File: config.mk
export PLATFORM = sky130hd
export DESIGN_NAME = wall_follow_pid_drive
export DESIGN_NICKNAME = d
export VERILOG_FILES = /design/src/rtl/wfpd_pkg.sv /design/src/rtl/wfpd_mean.sv /design/src/rtl/wfpd_pid_mac.sv /design/src/rtl/wfpd_scale.sv /design/src/rtl/wall_follow_pid_drive.sv
export SDC_FILE = /design/constraint.sdc
export NUM_CORES = 2
export LEC_CHECK = 0
export CAP_MARGIN = 15
export CORE_MARGIN = 4
export CORE_UTILIZATION = 56
export CTS_CLUSTER_DIAMETER = 150
export DETAILED_ROUTE_END_ITERATION = 12
export DONT_BUFFER_PORTS = 1
export PLACE_DENSITY = 0.78
export SYNTH_ARGS = -nofsm -noshare
export SYNTH_HDL_FRONTEND = slang
export SYNTH_SLANG_ARGS = --single-unit
File: constraint.sdc
create_clock -name clk -period 7.8 [get_ports clk]
set_clock_uncertainty 0.1 [all_clocks]
set_input_delay 1.56 -clock clk [delete_from_list [all_inputs] [get_ports clk]]
set_output_delay 1.56 -clock clk [all_outputs]
set_load 0.005 [all_outputs]
File: src/rtl/wfpd_pkg.sv
`timescale 1ns / 1ps
// wfpd_pkg: field widths, register codes and register reset values of the wall-follow pid drive
// no dependencies; imported by every module of the block

package wfpd_pkg;

  // sample width default, overridable at the top level
  localparam int SAMPLE_BITS_DEF = 12;

  // configuration register widths
  localparam int SETPOINT_W = 16;
  localparam int GAIN_W     = 24;
  localparam int ILIM_W     = 15;
  localparam int CLIM_W     = 16;
  localparam int SPAN_W     = 14;
  localparam int BASE_W     = 14;
  localparam int CFG_DATA_W = 24;

  // result widths
  localparam int SPEED_W = 16;
  localparam int CTRL_W  = 15;

  // internal datapath widths
  localparam int ERR_W     = 18;
  localparam int ESUM_W    = 16;
  localparam int DELTA_W   = ERR_W + 1;
  localparam int PID_W     = 46;
  localparam int CLIM_FRAC = 20;
  localparam int LIM_W     = CLIM_W + CLIM_FRAC;
  localparam int QUO_W     = SPAN_W + 1;

  typedef enum logic [2:0] {
    REG_SETPOINT  = 3'd0,
    REG_GAIN_P    = 3'd1,
    REG_GAIN_I    = 3'd2,
    REG_GAIN_D    = 3'd3,
    REG_ILIM      = 3'd4,
    REG_CLIM      = 3'd5,
    REG_SPAN      = 3'd6,
    REG_BASE      = 3'd7
  } cfg_idx_t;

  localparam logic [SETPOINT_W-1:0] SETPOINT_RST = 16'd1592;
  localparam logic [GAIN_W-1:0]     GAIN_P_RST   = 24'd6225920;
  localparam logic [GAIN_W-1:0]     GAIN_I_RST   = 24'd1;
  localparam logic [GAIN_W-1:0]     GAIN_D_RST   = 24'd65536;
  localparam logic [ILIM_W-1:0]     ILIM_RST     = 15'd800;
  localparam logic [CLIM_W-1:0]     CLIM_RST     = 16'd10000;
  localparam logic [SPAN_W-1:0]     SPAN_RST     = 14'd10813;
  localparam logic [BASE_W-1:0]     BASE_RST     = 14'd10813;

endpackage

File: src/rtl/wfpd_mean.sv
`timescale 1ns / 1ps
// wfpd_mean: bit-serial weighted mean (32a + 32b + 16c + 2) / 5 of the three samples
// depends on wfpd_pkg

module wfpd_mean #(
  parameter int SAMPLE_BITS = wfpd_pkg::SAMPLE_BITS_DEF
) (
  input  logic                   clk,
  input  logic                   rst_n,
  input  logic                   start,
  input  logic [SAMPLE_BITS-1:0] smp_a,
  input  logic [SAMPLE_BITS-1:0] smp_b,
  input  logic [SAMPLE_BITS-1:0] smp_c,
  output logic [SAMPLE_BITS+3:0] mean,
  output logic                   done
);
  import wfpd_pkg::*;

  localparam int NUM_W  = SAMPLE_BITS + 7;
  localparam int MEAN_W = SAMPLE_BITS + 4;
  localparam int CNT_W  = $clog2(NUM_W + 1);
  localparam logic [3:0] DIVISOR = 4'd5;

  logic [NUM_W-1:0]  num_r, num_nxt, num_init;
  logic [2:0]        rem_r, rem_nxt;
  logic [MEAN_W-1:0] quo_r, quo_nxt;
  logic [CNT_W-1:0]  cnt_r, cnt_nxt;
  logic              busy_r, busy_nxt;
  logic              done_r, done_nxt;
  logic [3:0]        trial;
  logic              fits;

  assign num_init = (NUM_W'(smp_a) << 5) + (NUM_W'(smp_b) << 5) + (NUM_W'(smp_c) << 4)
                  + NUM_W'(2);
  assign trial    = {rem_r, num_r[NUM_W-1]};
  assign fits     = (trial >= DIVISOR);

  always_comb begin
    num_nxt  = num_r;
    rem_nxt  = rem_r;
    quo_nxt  = quo_r;
    cnt_nxt  = cnt_r;
    busy_nxt = busy_r;
    done_nxt = 1'b0;
    if (start) begin
      num_nxt  = num_init;
      rem_nxt  = 3'd0;
      quo_nxt  = '0;
      cnt_nxt  = CNT_W'(NUM_W);
      busy_nxt = 1'b1;
    end else if (busy_r) begin
      // one quotient bit per cycle, remainder stays below five
      num_nxt = num_r << 1;
      rem_nxt = fits ? 3'(trial - DIVISOR) : trial[2:0];
      quo_nxt = {quo_r[MEAN_W-2:0], fits};
      cnt_nxt = cnt_r - CNT_W'(1);
      if (cnt_r == CNT_W'(1)) begin
        busy_nxt = 1'b0;
        done_nxt = 1'b1;
      end
    end
  end

  always_ff @(posedge clk) begin
    if (!rst_n) begin
      busy_r <= 1'b0;
      done_r <= 1'b0;
    end else begin
      busy_r <= busy_nxt;
      done_r <= done_nxt;
    end
    num_r <= num_nxt;
    rem_r <= rem_nxt;
    quo_r <= quo_nxt;
    cnt_r <= cnt_nxt;
  end

  assign mean = quo_r;
  assign done = done_r;

endmodule

File: src/rtl/wfpd_pid_mac.sv
`timescale 1ns / 1ps
// wfpd_pid_mac: shift-and-add evaluation of gain_p*err + gain_i*esum + gain_d*delta
// depends on wfpd_pkg; one bit of each gain per cycle, msb first

module wfpd_pid_mac (
  input  logic                                 clk,
  input  logic                                 rst_n,
  input  logic                                 start,
  input  logic [wfpd_pkg::GAIN_W-1:0]          gain_p,
  input  logic [wfpd_pkg::GAIN_W-1:0]          gain_i,
  input  logic [wfpd_pkg::GAIN_W-1:0]          gain_d,
  input  logic signed [wfpd_pkg::ERR_W-1:0]    err,
  input  logic signed [wfpd_pkg::ESUM_W-1:0]   esum,
  input  logic signed [wfpd_pkg::DELTA_W-1:0]  delta,
  output logic signed [wfpd_pkg::PID_W-1:0]    pid_sum,
  output logic                                 done
);
  import wfpd_pkg::*;

  localparam int TERM_W = DELTA_W + 2;
  localparam int CNT_W  = $clog2(GAIN_W + 1);

  logic [GAIN_W-1:0]         gp_r, gp_nxt, gi_r, gi_nxt, gd_r, gd_nxt;
  logic signed [ERR_W-1:0]   err_r, err_nxt;
  logic signed [ESUM_W-1:0]  esum_r, esum_nxt;
  logic signed [DELTA_W-1:0] delta_r, delta_nxt;
  logic signed [PID_W-1:0]   acc_r, acc_nxt;
  logic [CNT_W-1:0]          cnt_r, cnt_nxt;
  logic                      busy_r, busy_nxt;
  logic                      done_r, done_nxt;
  logic signed [TERM_W-1:0]  err_x, esum_x, delta_x, term;

  assign err_x   = {{(TERM_W-ERR_W){err_r[ERR_W-1]}}, err_r};
  assign esum_x  = {{(TERM_W-ESUM_W){esum_r[ESUM_W-1]}}, esum_r};
  assign delta_x = {{(TERM_W-DELTA_W){delta_r[DELTA_W-1]}}, delta_r};

  // partial sum for the current gain bit position
  assign term = (gp_r[GAIN_W-1] ? err_x : '0)
              + (gi_r[GAIN_W-1] ? esum_x : '0)
              + (gd_r[GAIN_W-1] ? delta_x : '0);

  always_comb begin
    gp_nxt    = gp_r;
    gi_nxt    = gi_r;
    gd_nxt    = gd_r;
    err_nxt   = err_r;
    esum_nxt  = esum_r;
    delta_nxt = delta_r;
    acc_nxt   = acc_r;
    cnt_nxt   = cnt_r;
    busy_nxt  = busy_r;
    done_nxt  = 1'b0;
    if (start) begin
      gp_nxt    = gain_p;
      gi_nxt    = gain_i;
      gd_nxt    = gain_d;
      err_nxt   = err;
      esum_nxt  = esum;
      delta_nxt = delta;
      acc_nxt   = '0;
      cnt_nxt   = CNT_W'(GAIN_W);
      busy_nxt  = 1'b1;
    end else if (busy_r) begin
      acc_nxt = (acc_r <<< 1) + {{(PID_W-TERM_W){term[TERM_W-1]}}, term};
      gp_nxt  = gp_r << 1;
      gi_nxt  = gi_r << 1;
      gd_nxt  = gd_r << 1;
      cnt_nxt = cnt_r - CNT_W'(1);
      if (cnt_r == CNT_W'(1)) begin
        busy_nxt = 1'b0;
        done_nxt = 1'b1;
      end
    end
  end

  always_ff @(posedge clk) begin
    if (!rst_n) begin
      busy_r <= 1'b0;
      done_r <= 1'b0;
    end else begin
      busy_r <= busy_nxt;
      done_r <= done_nxt;
    end
    gp_r    <= gp_nxt;
    gi_r    <= gi_nxt;
    gd_r    <= gd_nxt;
    err_r   <= err_nxt;
    esum_r  <= esum_nxt;
    delta_r <= delta_nxt;
    acc_r   <= acc_nxt;
    cnt_r   <= cnt_nxt;
  end

  assign pid_sum = acc_r;
  assign done    = done_r;

endmodule

File: src/rtl/wfpd_scale.sv
`timescale 1ns / 1ps
// wfpd_scale: clamps the pid sum to the control limit and rescales it to the output span
// depends on wfpd_pkg; bit-serial multiply by span, then restoring divide with rounding

module wfpd_scale (
  input  logic                               clk,
  input  logic                               rst_n,
  input  logic                               start,
  input  logic signed [wfpd_pkg::PID_W-1:0]  pid_sum,
  input  logic [wfpd_pkg::CLIM_W-1:0]        ctrl_limit,
  input  logic [wfpd_pkg::SPAN_W-1:0]        span,
  output logic signed [wfpd_pkg::CTRL_W-1:0] ctrl,
  output logic                               done
);
  import wfpd_pkg::*;

  localparam int PROD_W = LIM_W + SPAN_W;
  localparam int REM_W  = LIM_W + 1;
  localparam int CNT_W  = $clog2(QUO_W + 1);

  typedef enum logic [2:0] {
    S_IDLE,
    S_CLAMP,
    S_MUL,
    S_DLOAD,
    S_DIV,
    S_ROUND
  } scale_state_t;

  scale_state_t             state_r, state_nxt;
  logic                     done_r, done_nxt;
  logic                     neg_r, neg_nxt;
  logic [PID_W-1:0]         mag_r, mag_nxt;
  logic [LIM_W-1:0]         mcl_r, mcl_nxt;
  logic [SPAN_W-1:0]        spn_r, spn_nxt;
  logic [PROD_W-1:0]        prod_r, prod_nxt;
  logic [LIM_W-1:0]         rem_r, rem_nxt;
  logic [QUO_W-1:0]         low_r, low_nxt;
  logic [QUO_W-1:0]         quo_r, quo_nxt;
  logic [CNT_W-1:0]         cnt_r, cnt_nxt;
  logic signed [CTRL_W-1:0] ctrl_r, ctrl_nxt;

  logic [LIM_W-1:0]         den;
  logic [REM_W-1:0]         trial;
  logic                     fits;
  logic [QUO_W:0]           quo_inc;
  logic [CTRL_W-1:0]        qmag;

  assign den     = {ctrl_limit, {CLIM_FRAC{1'b0}}};
  assign trial   = {rem_r, low_r[QUO_W-1]};
  assign fits    = (trial >= {1'b0, den});
  // quotient carries one extra fraction bit; add half and drop it
  assign quo_inc = {1'b0, quo_r} + (QUO_W+1)'(1);
  assign qmag    = quo_inc[QUO_W:1];

  always_comb begin
    state_nxt = state_r;
    done_nxt  = 1'b0;
    neg_nxt   = neg_r;
    mag_nxt   = mag_r;
    mcl_nxt   = mcl_r;
    spn_nxt   = spn_r;
    prod_nxt  = prod_r;
    rem_nxt   = rem_r;
    low_nxt   = low_r;
    quo_nxt   = quo_r;
    cnt_nxt   = cnt_r;
    ctrl_nxt  = ctrl_r;
    unique case (state_r)
      S_IDLE: begin
        if (start) begin
          neg_nxt   = pid_sum[PID_W-1];
          mag_nxt   = pid_sum[PID_W-1] ? PID_W'(-pid_sum) : PID_W'(pid_sum);
          state_nxt = S_CLAMP;
        end
      end
      S_CLAMP: begin
        mcl_nxt   = (mag_r > {{(PID_W-LIM_W){1'b0}}, den}) ? den : mag_r[LIM_W-1:0];
        spn_nxt   = span;
        prod_nxt  = '0;
        cnt_nxt   = CNT_W'(SPAN_W);
        state_nxt = S_MUL;
      end
      S_MUL: begin
        prod_nxt = (prod_r << 1) + (spn_r[SPAN_W-1] ? PROD_W'(mcl_r) : '0);
        spn_nxt  = spn_r << 1;
        cnt_nxt  = cnt_r - CNT_W'(1);
        if (cnt_r == CNT_W'(1)) begin
          state_nxt = S_DLOAD;
        end
      end
      S_DLOAD: begin
        // high part of the doubled product is already below the divisor
        rem_nxt   = prod_r[PROD_W-1:SPAN_W];
        low_nxt   = {prod_r[SPAN_W-1:0], 1'b0};
        quo_nxt   = '0;
        cnt_nxt   = CNT_W'(QUO_W);
        state_nxt = S_DIV;
      end
      S_DIV: begin
        rem_nxt = fits ? LIM_W'(trial - {1'b0, den}) : trial[LIM_W-1:0];
        low_nxt = low_r << 1;
        quo_nxt = {quo_r[QUO_W-2:0], fits};
        cnt_nxt = cnt_r - CNT_W'(1);
        if (cnt_r == CNT_W'(1)) begin
          state_nxt = S_ROUND;
        end
      end
      S_ROUND: begin
        if (ctrl_limit == '0) begin
          ctrl_nxt = '0;
        end else begin
          ctrl_nxt = neg_r ? -$signed(qmag) : $signed(qmag);
        end
        done_nxt  = 1'b1;
        state_nxt = S_IDLE;
      end
      default: begin
        state_nxt = S_IDLE;
      end
    endcase
  end

  always_ff @(posedge clk) begin
    if (!rst_n) begin
      state_r <= S_IDLE;
      done_r  <= 1'b0;
    end else begin
      state_r <= state_nxt;
      done_r  <= done_nxt;
    end
    neg_r  <= neg_nxt;
    mag_r  <= mag_nxt;
    mcl_r  <= mcl_nxt;
    spn_r  <= spn_nxt;
    prod_r <= prod_nxt;
    rem_r  <= rem_nxt;
    low_r  <= low_nxt;
    quo_r  <= quo_nxt;
    cnt_r  <= cnt_nxt;
    ctrl_r <= ctrl_nxt;
  end

  assign ctrl = ctrl_r;
  assign done = done_r;

endmodule

File: src/rtl/wall_follow_pid_drive.sv
`timescale 1ns / 1ps
// wall_follow_pid_drive: top level of the wall-following steering controller
// depends on wfpd_pkg, wfpd_mean, wfpd_pid_mac and wfpd_scale
//
// channel   direction  handshake              payload
// in_       in         in_valid / in_ready    three distance samples, SAMPLE_BITS each
// out_      out        out_valid / out_ready  left speed, right speed, control value
// cfg_      in         cfg_wr_en              cfg_index selects register, cfg_wdata
//
// one transaction at a time: the next input can be taken as soon as the result is valid;
// the work is mostly bit-serial, one bit a cycle: mean divider, gain multiply, span multiply
// and divider, with handoff states between them
// a finished result waits in the output register while the next transaction runs; if it
// is still there when the next result is ready, the datapath holds until it drains
// synchronous active-low reset restores register defaults, clears pid history, drops ready

module wall_follow_pid_drive #(
  parameter int SAMPLE_BITS = wfpd_pkg::SAMPLE_BITS_DEF
) (
  input  logic                                  clk,
  input  logic                                  rst_n,
  // sample channel
  input  logic                                  in_valid,
  output logic                                  in_ready,
  input  logic [SAMPLE_BITS-1:0]                in_sensor_right_front,
  input  logic [SAMPLE_BITS-1:0]                in_sensor_left_side,
  input  logic [SAMPLE_BITS-1:0]                in_sensor_left_front,
  // result channel
  output logic                                  out_valid,
  input  logic                                  out_ready,
  output logic signed [wfpd_pkg::SPEED_W-1:0]   out_left_speed,
  output logic signed [wfpd_pkg::SPEED_W-1:0]   out_right_speed,
  output logic signed [wfpd_pkg::CTRL_W-1:0]    out_control_value,
  // register writes
  input  logic                                  cfg_wr_en,
  input  wfpd_pkg::cfg_idx_t                    cfg_index,
  input  logic [wfpd_pkg::CFG_DATA_W-1:0]       cfg_wdata
);
  import wfpd_pkg::*;

  localparam int MEAN_W = SAMPLE_BITS + 4;
  localparam int DIFF_W = ((MEAN_W > SETPOINT_W) ? MEAN_W : SETPOINT_W) + 2;
  localparam int ACC_W  = ERR_W + 1;
  localparam logic signed [DIFF_W-1:0] ERR_HI = DIFF_W'(2**(ERR_W-1) - 1);
  localparam logic signed [DIFF_W-1:0] ERR_LO = DIFF_W'(-(2**(ERR_W-1)));

  typedef enum logic [2:0] {
    ST_IDLE,
    ST_MEAN,
    ST_ERR,
    ST_PID,
    ST_SCALE,
    ST_DRAIN
  } drive_state_t;

  // configuration registers
  logic [SETPOINT_W-1:0] setpoint_r;
  logic [GAIN_W-1:0]     gain_p_r, gain_i_r, gain_d_r;
  logic [ILIM_W-1:0]     ilim_r;
  logic [CLIM_W-1:0]     clim_r;
  logic [SPAN_W-1:0]     span_r;
  logic [BASE_W-1:0]     base_r;

  // control and pid history
  drive_state_t              state_r, state_nxt;
  logic signed [ERR_W-1:0]   err_r, err_nxt;
  logic signed [ESUM_W-1:0]  esum_r, esum_nxt;
  logic signed [ERR_W-1:0]   prev_r, prev_nxt;

  // output register
  logic                      out_valid_r, out_valid_nxt;
  logic signed [SPEED_W-1:0] out_left_speed_r, left_nxt;
  logic signed [SPEED_W-1:0] out_right_speed_r, right_nxt;
  logic signed [CTRL_W-1:0]  out_control_value_r, ctrl_out_nxt;

  // unit connections
  logic                      mean_start, mean_done;
  logic [MEAN_W-1:0]         mean_val;
  logic                      mac_start, mac_done;
  logic signed [PID_W-1:0]   pid_sum;
  logic                      scale_done;
  logic signed [CTRL_W-1:0]  ctrl_val;

  // error path
  logic signed [DIFF_W-1:0]  sp_x, mean_x, diff;
  logic signed [ERR_W-1:0]   err_sat;
  logic signed [ACC_W-1:0]   esum_acc, ilim_pos, ilim_neg;
  logic signed [ESUM_W-1:0]  esum_new;
  logic signed [DELTA_W-1:0] delta;

  // wheel speeds
  logic signed [SPEED_W-1:0] base_x, ctrl_x;
  logic                      out_free;

  assign in_ready   = rst_n && (state_r == ST_IDLE);
  assign mean_start = in_valid && in_ready;
  assign mac_start  = (state_r == ST_ERR);
  assign out_free   = !out_valid_r || out_ready;

  // error = setpoint - mean, held to the 18-bit signed range
  assign sp_x    = {{(DIFF_W-SETPOINT_W){1'b0}}, setpoint_r};
  assign mean_x  = {{(DIFF_W-MEAN_W){1'b0}}, mean_val};
  assign diff    = sp_x - mean_x;
  assign err_sat = (diff > ERR_HI) ? ERR_HI[ERR_W-1:0] :
                   (diff < ERR_LO) ? ERR_LO[ERR_W-1:0] : diff[ERR_W-1:0];

  // integral with symmetric clamp, and derivative against the last error
  assign esum_acc = {{(ACC_W-ESUM_W){esum_r[ESUM_W-1]}}, esum_r} + {err_r[ERR_W-1], err_r};
  assign ilim_pos = {{(ACC_W-ILIM_W){1'b0}}, ilim_r};
  assign ilim_neg = -ilim_pos;
  assign esum_new = (esum_acc > ilim_pos) ? ilim_pos[ESUM_W-1:0] :
                    (esum_acc < ilim_neg) ? ilim_neg[ESUM_W-1:0] : esum_acc[ESUM_W-1:0];
  assign delta    = {err_r[ERR_W-1], err_r} - {prev_r[ERR_W-1], prev_r};

  // base is at most 16383 and |control| at most 16383, so 16 bits never overflow
  assign base_x = {{(SPEED_W-BASE_W){1'b0}}, base_r};
  assign ctrl_x = {{(SPEED_W-CTRL_W){ctrl_val[CTRL_W-1]}}, ctrl_val};

  wfpd_mean #(
    .SAMPLE_BITS (SAMPLE_BITS)
  ) u_mean (
    .clk   (clk),
    .rst_n (rst_n),
    .start (mean_start),
    .smp_a (in_sensor_right_front),
    .smp_b (in_sensor_left_side),
    .smp_c (in_sensor_left_front),
    .mean  (mean_val),
    .done  (mean_done)
  );

  wfpd_pid_mac u_pid_mac (
    .clk     (clk),
    .rst_n   (rst_n),
    .start   (mac_start),
    .gain_p  (gain_p_r),
    .gain_i  (gain_i_r),
    .gain_d  (gain_d_r),
    .err     (err_r),
    .esum    (esum_new),
    .delta   (delta),
    .pid_sum (pid_sum),
    .done    (mac_done)
  );

  wfpd_scale u_scale (
    .clk        (clk),
    .rst_n      (rst_n),
    .start      (mac_done),
    .pid_sum    (pid_sum),
    .ctrl_limit (clim_r),
    .span       (span_r),
    .ctrl       (ctrl_val),
    .done       (scale_done)
  );

  // sequencer: one transaction walks mean, error update, pid, rescale, drain
  always_comb begin
    state_nxt     = state_r;
    err_nxt       = err_r;
    esum_nxt      = esum_r;
    prev_nxt      = prev_r;
    out_valid_nxt = out_valid_r;
    left_nxt      = out_left_speed_r;
    right_nxt     = out_right_speed_r;
    ctrl_out_nxt  = out_control_value_r;
    if (out_valid_r && out_ready) begin
      out_valid_nxt = 1'b0;
    end
    unique case (state_r)
      ST_IDLE: begin
        if (in_valid) begin
          state_nxt = ST_MEAN;
        end
      end
      ST_MEAN: begin
        if (mean_done) begin
          err_nxt   = err_sat;
          state_nxt = ST_ERR;
        end
      end
      ST_ERR: begin
        // history advances once per transaction, alongside the mac launch
        esum_nxt  = esum_new;
        prev_nxt  = err_r;
        state_nxt = ST_PID;
      end
      ST_PID: begin
        if (mac_done) begin
          state_nxt = ST_SCALE;
        end
      end
      ST_SCALE: begin
        if (scale_done) begin
          state_nxt = ST_DRAIN;
        end
      end
      ST_DRAIN: begin
        if (out_free) begin
          out_valid_nxt = 1'b1;
          left_nxt      = base_x - ctrl_x;
          right_nxt     = base_x + ctrl_x;
          ctrl_out_nxt  = ctrl_val;
          state_nxt     = ST_IDLE;
        end
      end
      default: begin
        state_nxt = ST_IDLE;
      end
    endcase
  end

  always_ff @(posedge clk) begin
    if (!rst_n) begin
      state_r     <= ST_IDLE;
      out_valid_r <= 1'b0;
      esum_r      <= '0;
      prev_r      <= '0;
    end else begin
      state_r     <= state_nxt;
      out_valid_r <= out_valid_nxt;
      esum_r      <= esum_nxt;
      prev_r      <= prev_nxt;
    end
    err_r               <= err_nxt;
    out_left_speed_r    <= left_nxt;
    out_right_speed_r   <= right_nxt;
    out_control_value_r <= ctrl_out_nxt;
  end

  // register file; the user must write it only between transactions, the block itself does not enforce this
  always_ff @(posedge clk) begin
    if (!rst_n) begin
      setpoint_r <= SETPOINT_RST;
      gain_p_r   <= GAIN_P_RST;
      gain_i_r   <= GAIN_I_RST;
      gain_d_r   <= GAIN_D_RST;
      ilim_r     <= ILIM_RST;
      clim_r     <= CLIM_RST;
      span_r     <= SPAN_RST;
      base_r     <= BASE_RST;
    end else if (cfg_wr_en) begin
      unique case (cfg_index)
        REG_SETPOINT: setpoint_r <= cfg_wdata[SETPOINT_W-1:0];
        REG_GAIN_P:   gain_p_r   <= cfg_wdata[GAIN_W-1:0];
        REG_GAIN_I:   gain_i_r   <= cfg_wdata[GAIN_W-1:0];
        REG_GAIN_D:   gain_d_r   <= cfg_wdata[GAIN_W-1:0];
        REG_ILIM:     ilim_r     <= cfg_wdata[ILIM_W-1:0];
        REG_CLIM:     clim_r     <= cfg_wdata[CLIM_W-1:0];
        REG_SPAN:     span_r     <= cfg_wdata[SPAN_W-1:0];
        REG_BASE:     base_r     <= cfg_wdata[BASE_W-1:0];
      endcase
    end
  end

  assign out_valid         = out_valid_r;
  assign out_left_speed    = out_left_speed_r;
  assign out_right_speed   = out_right_speed_r;
  assign out_control_value = out_control_value_r;

`ifndef SYNTH
  // integral is inside its clamp right after each update
  a_esum_clamped: assert property (@(posedge clk) disable iff (!rst_n)
    (state_r == ST_ERR) |=>
      (($signed(esum_r) <= $signed({1'b0, ilim_r})) &&
       ($signed(esum_r) >= -$signed({1'b0, ilim_r}))))
    else $error("error_sum outside integral limit");

  // the mean and rescale units report completion only in their own phase
  a_mean_phase: assert property (@(posedge clk) disable iff (!rst_n)
    mean_done |-> (state_r == ST_MEAN))
    else $error("mean completion outside mean phase");

  a_scale_phase: assert property (@(posedge clk) disable iff (!rst_n)
    scale_done |-> (state_r == ST_SCALE))
    else $error("rescale completion outside rescale phase");

  // a loaded control value never exceeds the output span
  a_ctrl_span: assert property (@(posedge clk) disable iff (!rst_n)
    ((state_r == ST_DRAIN) && out_free) |=>
      (($signed(out_control_value_r) <= $signed({1'b0, span_r})) &&
       ($signed(out_control_value_r) >= -$signed({1'b0, span_r}))))
    else $error("control value exceeds output span");

  // the two wheel speeds are symmetric about the base speed
  a_wheel_symmetry: assert property (@(posedge clk) disable iff (!rst_n)
    ((state_r == ST_DRAIN) && out_free) |=>
      (({out_left_speed_r[SPEED_W-1], out_left_speed_r} +
        {out_right_speed_r[SPEED_W-1], out_right_speed_r}) ==
       {{(SPEED_W-BASE_W){1'b0}}, base_r, 1'b0}))
    else $error("wheel speeds not symmetric about base speed");
`endif

endmodule
* Word-level counts from Yosys, hierarchy flattened
Cells that the tools add are included.
** Cells by class
- Muxes and demuxes :: 48
- Reduce and logical (&&, ||, !) cells :: 30
- Order comparisons :: 7
- Divide/modulo/power cells :: 0
- Add/subtract/negate cells :: 21
- Equality and inequality tests :: 28
- Shifts and indexed selects :: 0
- Bitwise logic cells :: 3
- $mul :: 0
** Operators with widths (number)
- 24-bit 2-to-1 mux :: 6
- 36-bit 2-to-1 mux :: 3
- 50-bit one-hot mux with 2 select lines :: 1
- 36-bit one-hot mux with 2 select lines :: 1
- 21-bit 2-to-1 mux :: 3
- 15-bit one-hot mux with 2 select lines :: 2
- 50-bit adder :: 1
- 46-bit adder :: 1
- 46-bit by 36-bit > comparator with 1-bit output :: 1
- 46-bit negation :: 1
- 45-bit 2-to-1 mux :: 1
- 21-bit adder :: 2
- 19-bit 2-to-1 mux :: 2
- 37-bit by 36-bit greater-or-equal comparator with 1-bit output :: 1
- 36-bit subtractor :: 1
- 16-bit 2-to-1 mux :: 2
- 14-bit one-hot mux with 2 select lines :: 1
- 3-bit 2-to-1 mux :: 9
- 3-bit equality test, second input constant :: 8
- 2-bit AND reduction :: 11
- 16-bit by 18-bit adder with 19-bit output :: 1
- 19-bit by 16-bit adder with 19-bit output :: 1
- 19-bit by 2-bit adder with 19-bit output, second input constant :: 1
- 19-bit by 16-bit > comparator with 1-bit output :: 1
- 39 further kinds :: 75
** Storage, ports and cells
- Bits in latches :: 0
- Bits in registers :: 709
- Output and inout port bits :: 49
- Memory bits (writable) :: 0
- Input bits :: 68
- Memory bits (read-only) :: 0
- Memories kept :: 0

* Longest topological paths before layout
- Depth after elaboration :: 4
- Gate-level depth with buffers :: 27

* Modules after synthesis
From an unflattened synthesis, not the netlist that was laid out.
** Second synthesis, totals
- Cells, all modules :: 4272
- Area, all modules :: 41428.5 µm²
** Modules (own cells, without submodules)
- wall_follow_pid_drive :: instances 1, area an instance 14238.7 µm², sequential area each 5625.4 µm², cells each 1680
- wfpd_scale :: instances 1, area an instance 14132.3 µm², sequential area each 7016.7 µm², cells each 1384
- wfpd_pid_mac :: instances 1, area an instance 10530.1 µm², sequential area each 4814.6 µm², cells each 987
- wfpd_mean :: instances 1, area an instance 2527.4 µm², sequential area each 1061.0 µm², cells each 221

* Least setup slack after synthesis
Ideal clock, no wire load.
- Path type :: register to register
- From :: register u_pid_mac.gp_r[23]
- To :: register u_pid_mac.acc_r[44], in the netlist u_pid_mac.pid_sum[44]
- Setup slack :: 1728 ps
- Clock period less this slack :: 6072 ps
- Library setup time :: 120 ps
- Required time :: 7580 ps
- Cell stages (with the launch flop) :: 26
- Data arrival time :: 5852 ps
- Path buffers :: 2
- Cells stage by stage :: edfxtp_1 > clkbuf_1 > clkbuf_1 > nand2_1 > fa_1 > inv_1 > ha_1 > a21o_1 > a21oi_1 > nand2b_1 > a211oi_1 > o31ai_1 > o211ai_1 > a2111oi_0 > mux2_2 > ha_1 > a21o_1 > a21o_1 > a21o_1 > a21o_1 > a21oi_1 > and3_1 > a21oi_1 > o211ai_1 > mux2i_1 > a211o_1
** On the way
- Cells in the longest elaborated chain, start to end :: 4
** RTL lines
- start, declared :: RTL line wfpd_pid_mac.sv:23 : logic [GAIN_W-1:0] gp_r, gp_nxt, gi_r, gi_nxt, gd_r, gd_nxt;
- start signal, assigned :: RTL line wfpd_pid_mac.sv:84 : gp_r <= gp_nxt;
- 21-bit 2-to-1 mux :: RTL line wfpd_pid_mac.sv:38 : assign term = (gp_r[GAIN_W-1] ? err_x : '0)
- 21-bit adder :: RTL line wfpd_pid_mac.sv:39 : + (gi_r[GAIN_W-1] ? esum_x : '0)
- 21-bit adder :: RTL line wfpd_pid_mac.sv:40 : + (gd_r[GAIN_W-1] ? delta_x : '0);
- 46-bit adder :: RTL line wfpd_pid_mac.sv:64 : acc_nxt = (acc_r <<< 1) + {{(PID_W-TERM_W){term[TERM_W-1]}}, term};
- end signal, assigned :: RTL line wfpd_pid_mac.sv:90 : acc_r <= acc_nxt;
- end, declared :: RTL line wfpd_pid_mac.sv:27 : logic signed [PID_W-1:0] acc_r, acc_nxt;
Every way passes these cells.
A chain may end at the register's enable or synchronous reset.

* Final worst setup path
- From :: register u_pid_mac.gd_r[23]
- To :: register u_pid_mac.acc_r[44], in the netlist u_pid_mac.pid_sum[44]
** On the way
- Cells in the longest elaborated chain, start to end :: 3
** RTL lines
- start, declared :: RTL line wfpd_pid_mac.sv:23
- start signal, assigned :: RTL line wfpd_pid_mac.sv:86 : gd_r <= gd_nxt;
- 21-bit 2-to-1 mux :: RTL line wfpd_pid_mac.sv:40
- 21-bit adder :: RTL line wfpd_pid_mac.sv:40
- 46-bit adder :: RTL line wfpd_pid_mac.sv:64
Every way passes these cells.

==> results.json <==
{
  "r2r_end": "u_pid_mac.pid_sum[44]",
  "worstHoldEndpoint": "prev_r[17]",
  "dpl.hpwl_mm": 64.5,
  "finalNonFillerCells": 5270,
  "post_cts_resized": 0,
  "synthAdderAreaFrac_pct": 10.3,
  "wirelength_mm": 92.5,
  "synth_area_leaders": "edfxtp_1 32%, dfxtp_1 13%, ha_1 8.8%, nand2_1 8.4%, xnor2_1 4.1%",
  "ir_drop_mv": 0.169,
  "synth_flop_cell": "edfxtp_1",
  "initial_core_util_pct": 56.7,
  "track_usage_pct": 23.3,
  "hold_start": "prev_r[17]",
  "dr.pass1.iters": 6,
  "fp-row-count": 98,
  "r2r_slack_ns": 1.11,
  "diodes": 0,
  "clk_pin_slew_ns": 0.06,
  "syn_nets": 4707,
  "status": "completed",
  "drive_above_1_share_pct": 4.95,
  "die_x_um": 277,
  "drc": 0,
  "maxSlewViolCount": 0,
  "avgSynthCellArea_um2": 9.40,
  "cts_htree_levels": 3,
  "antenna_found_initial": 1,
  "gp_congestion": 0.902,
  "synth_compound_area_share_pct": 14.1,
  "cp-end-kind": "flip-flop",
  "reg2regPathDepth": 23,
  "die-height_um": 277,
  "synth_edf_count": 438,
  "critPathLaunchType": "flip-flop",
  "p_leak_uw": 0.0175,
  "numPortBuffers": 0,
  "synth-xor-area-share_pct": 5.59,
  "p_per_area_nw_per_um2": 198,
  "die_area_um2": 76900,
  "core_um2": 71700,
  "viasPerCell": 5.80,
  "first_global_vias": 29006,
  "ys_types": 75,
  "rsz0062_at_grt": "no",
  "synth_top_family_by_area": "simple AND/OR/NAND/NOR gates",
  "grt_max_degree": 197,
  "ff_latch_area_um2": 18500,
  "min_period_over_period_pct": 85.8,
  "drv_cap": 0,
  "dp.cells": 5129,
  "fill_cells": 5913,
  "setup_slack_ns": 1.11,
  "async_reset_ff_share_pct": 0,
  "clockBufferDepth": 3,
  "clk_latency_ns": 0.63,
  "ys_seq_elements": 706,
  "grt_pass1_wl_mm": 149,
  "worstHoldPathCells": 2,
  "whs_ns": 0.360,
  "cts_tree": "yes",
  "crit_type": "flip-flop to flip-flop",
  "finalHoldViolations": 0,
  "yosysWarnings": 0,
  "synth_area_um2": 40600,
  "cts_setup_buffers": 0,
  "p_total_uw": 8690,
  "worstPathMaxFanout": 21,
  "hold_buffers": 0,
  "post-place-ws_ns": 1.21,
  "synth.top_cells.by_count": "908 x nand2_1, 438 x edfxtp_1, 285 x ha_1",
  "setup_viol": 0,
  "seq_area_frac_synth_pct": 45.6,
  "fin_tns_setup_ns": 0,
  "synthSimpleGateAreaFrac_pct": 18.5,
  "routedWlPerCell_um": 17.5,
  "multi_input_comb_area_um2": 20700,
  "synthToLayoutAreaGrowth_pct": 8.20,
  "r2r-start": "u_pid_mac.gd_r[23]",
  "synthMuxAreaShare_pct": 2.28,
  "fmax_ghz": 0.149,
  "overflow": 0,
  "synthMostInstantiatedCell": "nand2_1",
  "drtIter0Drc": 2662,
  "tightest_slew_ns": 1.16,
  "yosysTopAreaCellShare_pct": 32.4,
  "relSlewSlack_pct": 22.1,
  "fin_crit_ns": 6.69,
  "cts_buffers": 75,
  "synth_area_leader_cell": "edfxtp_1",
  "ios": 117,
  "dr_total_vias": 30570,
  "detail-route-antenna-nets": 0,
  "synth_cells": 4324,
  "hold_path_class": "flip-flop to flip-flop",
  "clock_sinks": 706,
  "clockRootBuffer": "clkbuf_16",
  "finish.net_count": 4640,
  "cp.required_ns": 8.21,
  "cp.arrival_ns": 7.10
}
## worst max-delay path by stage
stage                             from  cells past startpoint  slack, ns                     to
floorplan           u_pid_mac.gp_r[23]                     25       1.73  u_pid_mac.pid_sum[44]
global placement    u_pid_mac.gd_r[23]                     23       1.36  u_pid_mac.pid_sum[44]
detailed placement  u_pid_mac.gd_r[23]                     23       1.21  u_pid_mac.pid_sum[44]
CTS                 u_pid_mac.gd_r[23]                     26       1.15  u_pid_mac.pid_sum[42]
global route        u_pid_mac.gd_r[23]                     23       0.55  u_pid_mac.pid_sum[44]
finish              u_pid_mac.gd_r[23]                     23       1.11  u_pid_mac.pid_sum[44]
## cells by family (layout without fill, tap and decap cells)
group	Yosys count	count (layout)
compound gates	874	874
xor+xnor	258	258
fa+ha+maj	315	315
buf+inv	395	391
flops	706	706
mux	89	89
simple gates	1687	1687
## metrics by stage
stage	cell area [µm²]	util, %
final	44000	61.3
after global routing	44000	61.3
after CTS	44000	61.3
after detailed placement	41400	57.7
after global placement	41400	57.7
after floorplan	40600	-
## routing by layer
layer  vias to the layer above  part of all wire [%]  global-route usage, %
li1                      14984                     -                      -
met1                     14500                    44                   31.0
met2                       890                    47                   38.8
met3                       196                   6.1                   3.20
met4                         0                   3.5                   8.92
met5                         -                     0                      0
## critical path, stage by stage (launching register included)
cell,delay (ns)
edfxtp_1,0.73
nand2_1,0.17
fa_1,0.57
inv_1,0.07
ha_1,0.29
a21o_1,0.17
a21oi_1,0.19
nand2b_1,0.18
a211oi_1,0.11
o31ai_1,0.48
o211ai_1,0.25
a2111oi_0,0.45
mux2_2,0.57
ha_1,0.41
a21o_1,0.19
a21o_1,0.16
a21o_1,0.20
a21o_1,0.18
a21oi_1,0.20
and3_1,0.19
a21oi_1,0.13
o211ai_1,0.22
mux2i_1,0.11
a211o_1,0.26
## sequential cells by signal, summed over array words and instances (netlist names), 19 cells and up
| signal | cells |
|---|---|
| u_pid_mac.delta_r | 19 |
| u_pid_mac.gp_r | 24 |
| gain_d_r | 24 |
| u_scale.mag_r | 46 |
| u_scale.rem_r | 36 |
| u_scale.mcl_r | 36 |
| u_pid_mac.gd_r | 24 |
| u_scale.prod_r | 50 |
| u_pid_mac.pid_sum | 46 |
| gain_p_r | 24 |
| u_pid_mac.gi_r | 24 |
| gain_i_r | 24 |
## cells in the final DEF, fill, tap and decap left out, types with 11 or more instances in the layout
master and instances:
a21boi_0 148, buf_4 24, nand2b_1 42, mux2_2 29, fa_1 30, or3_1 28
or2_2 11, edfxtp_1 438, nand4_1 26, clkinv_2 11, o41ai_1 11, xnor2_1 191
nand3_1 93, nor2b_1 63, a21oi_1 200, and2_1 61, clkbuf_1 19, o21ai_0 165
and3_1 51, o21a_1 43, inv_1 221, a31oi_1 36, nor4_1 22, a211oi_1 17
o31ai_1 36, xor2_1 66, o21bai_1 30, o211ai_1 29, a21o_1 75, nand2_1 906
dfxtp_1 267, clkbuf_8 14, nor2_1 266, nor3_1 60, mux2i_1 60, clkbuf_16 77
ha_1 285
## report_power, final
group	switching (µW)	internal (µW)
Clock	1550	2080
Sequential	119	4050
Combinational	478	405
Total	2140	6540
## cell type report
| class | instances | share of cell area (%) |
|---|---|---|
| timing repair buffer | 25 | 0.435 |
| multi-input combinational | 3223 | 47.0 |
| inverter | 226 | 1.94 |
| clock inverter | 29 | 0.785 |
| sequential | 706 | 42.1 |
| tap | 950 | 2.70 |
| clock buffer | 111 | 4.99 |
Note: power is estimated with default switching activity, not from simulation.
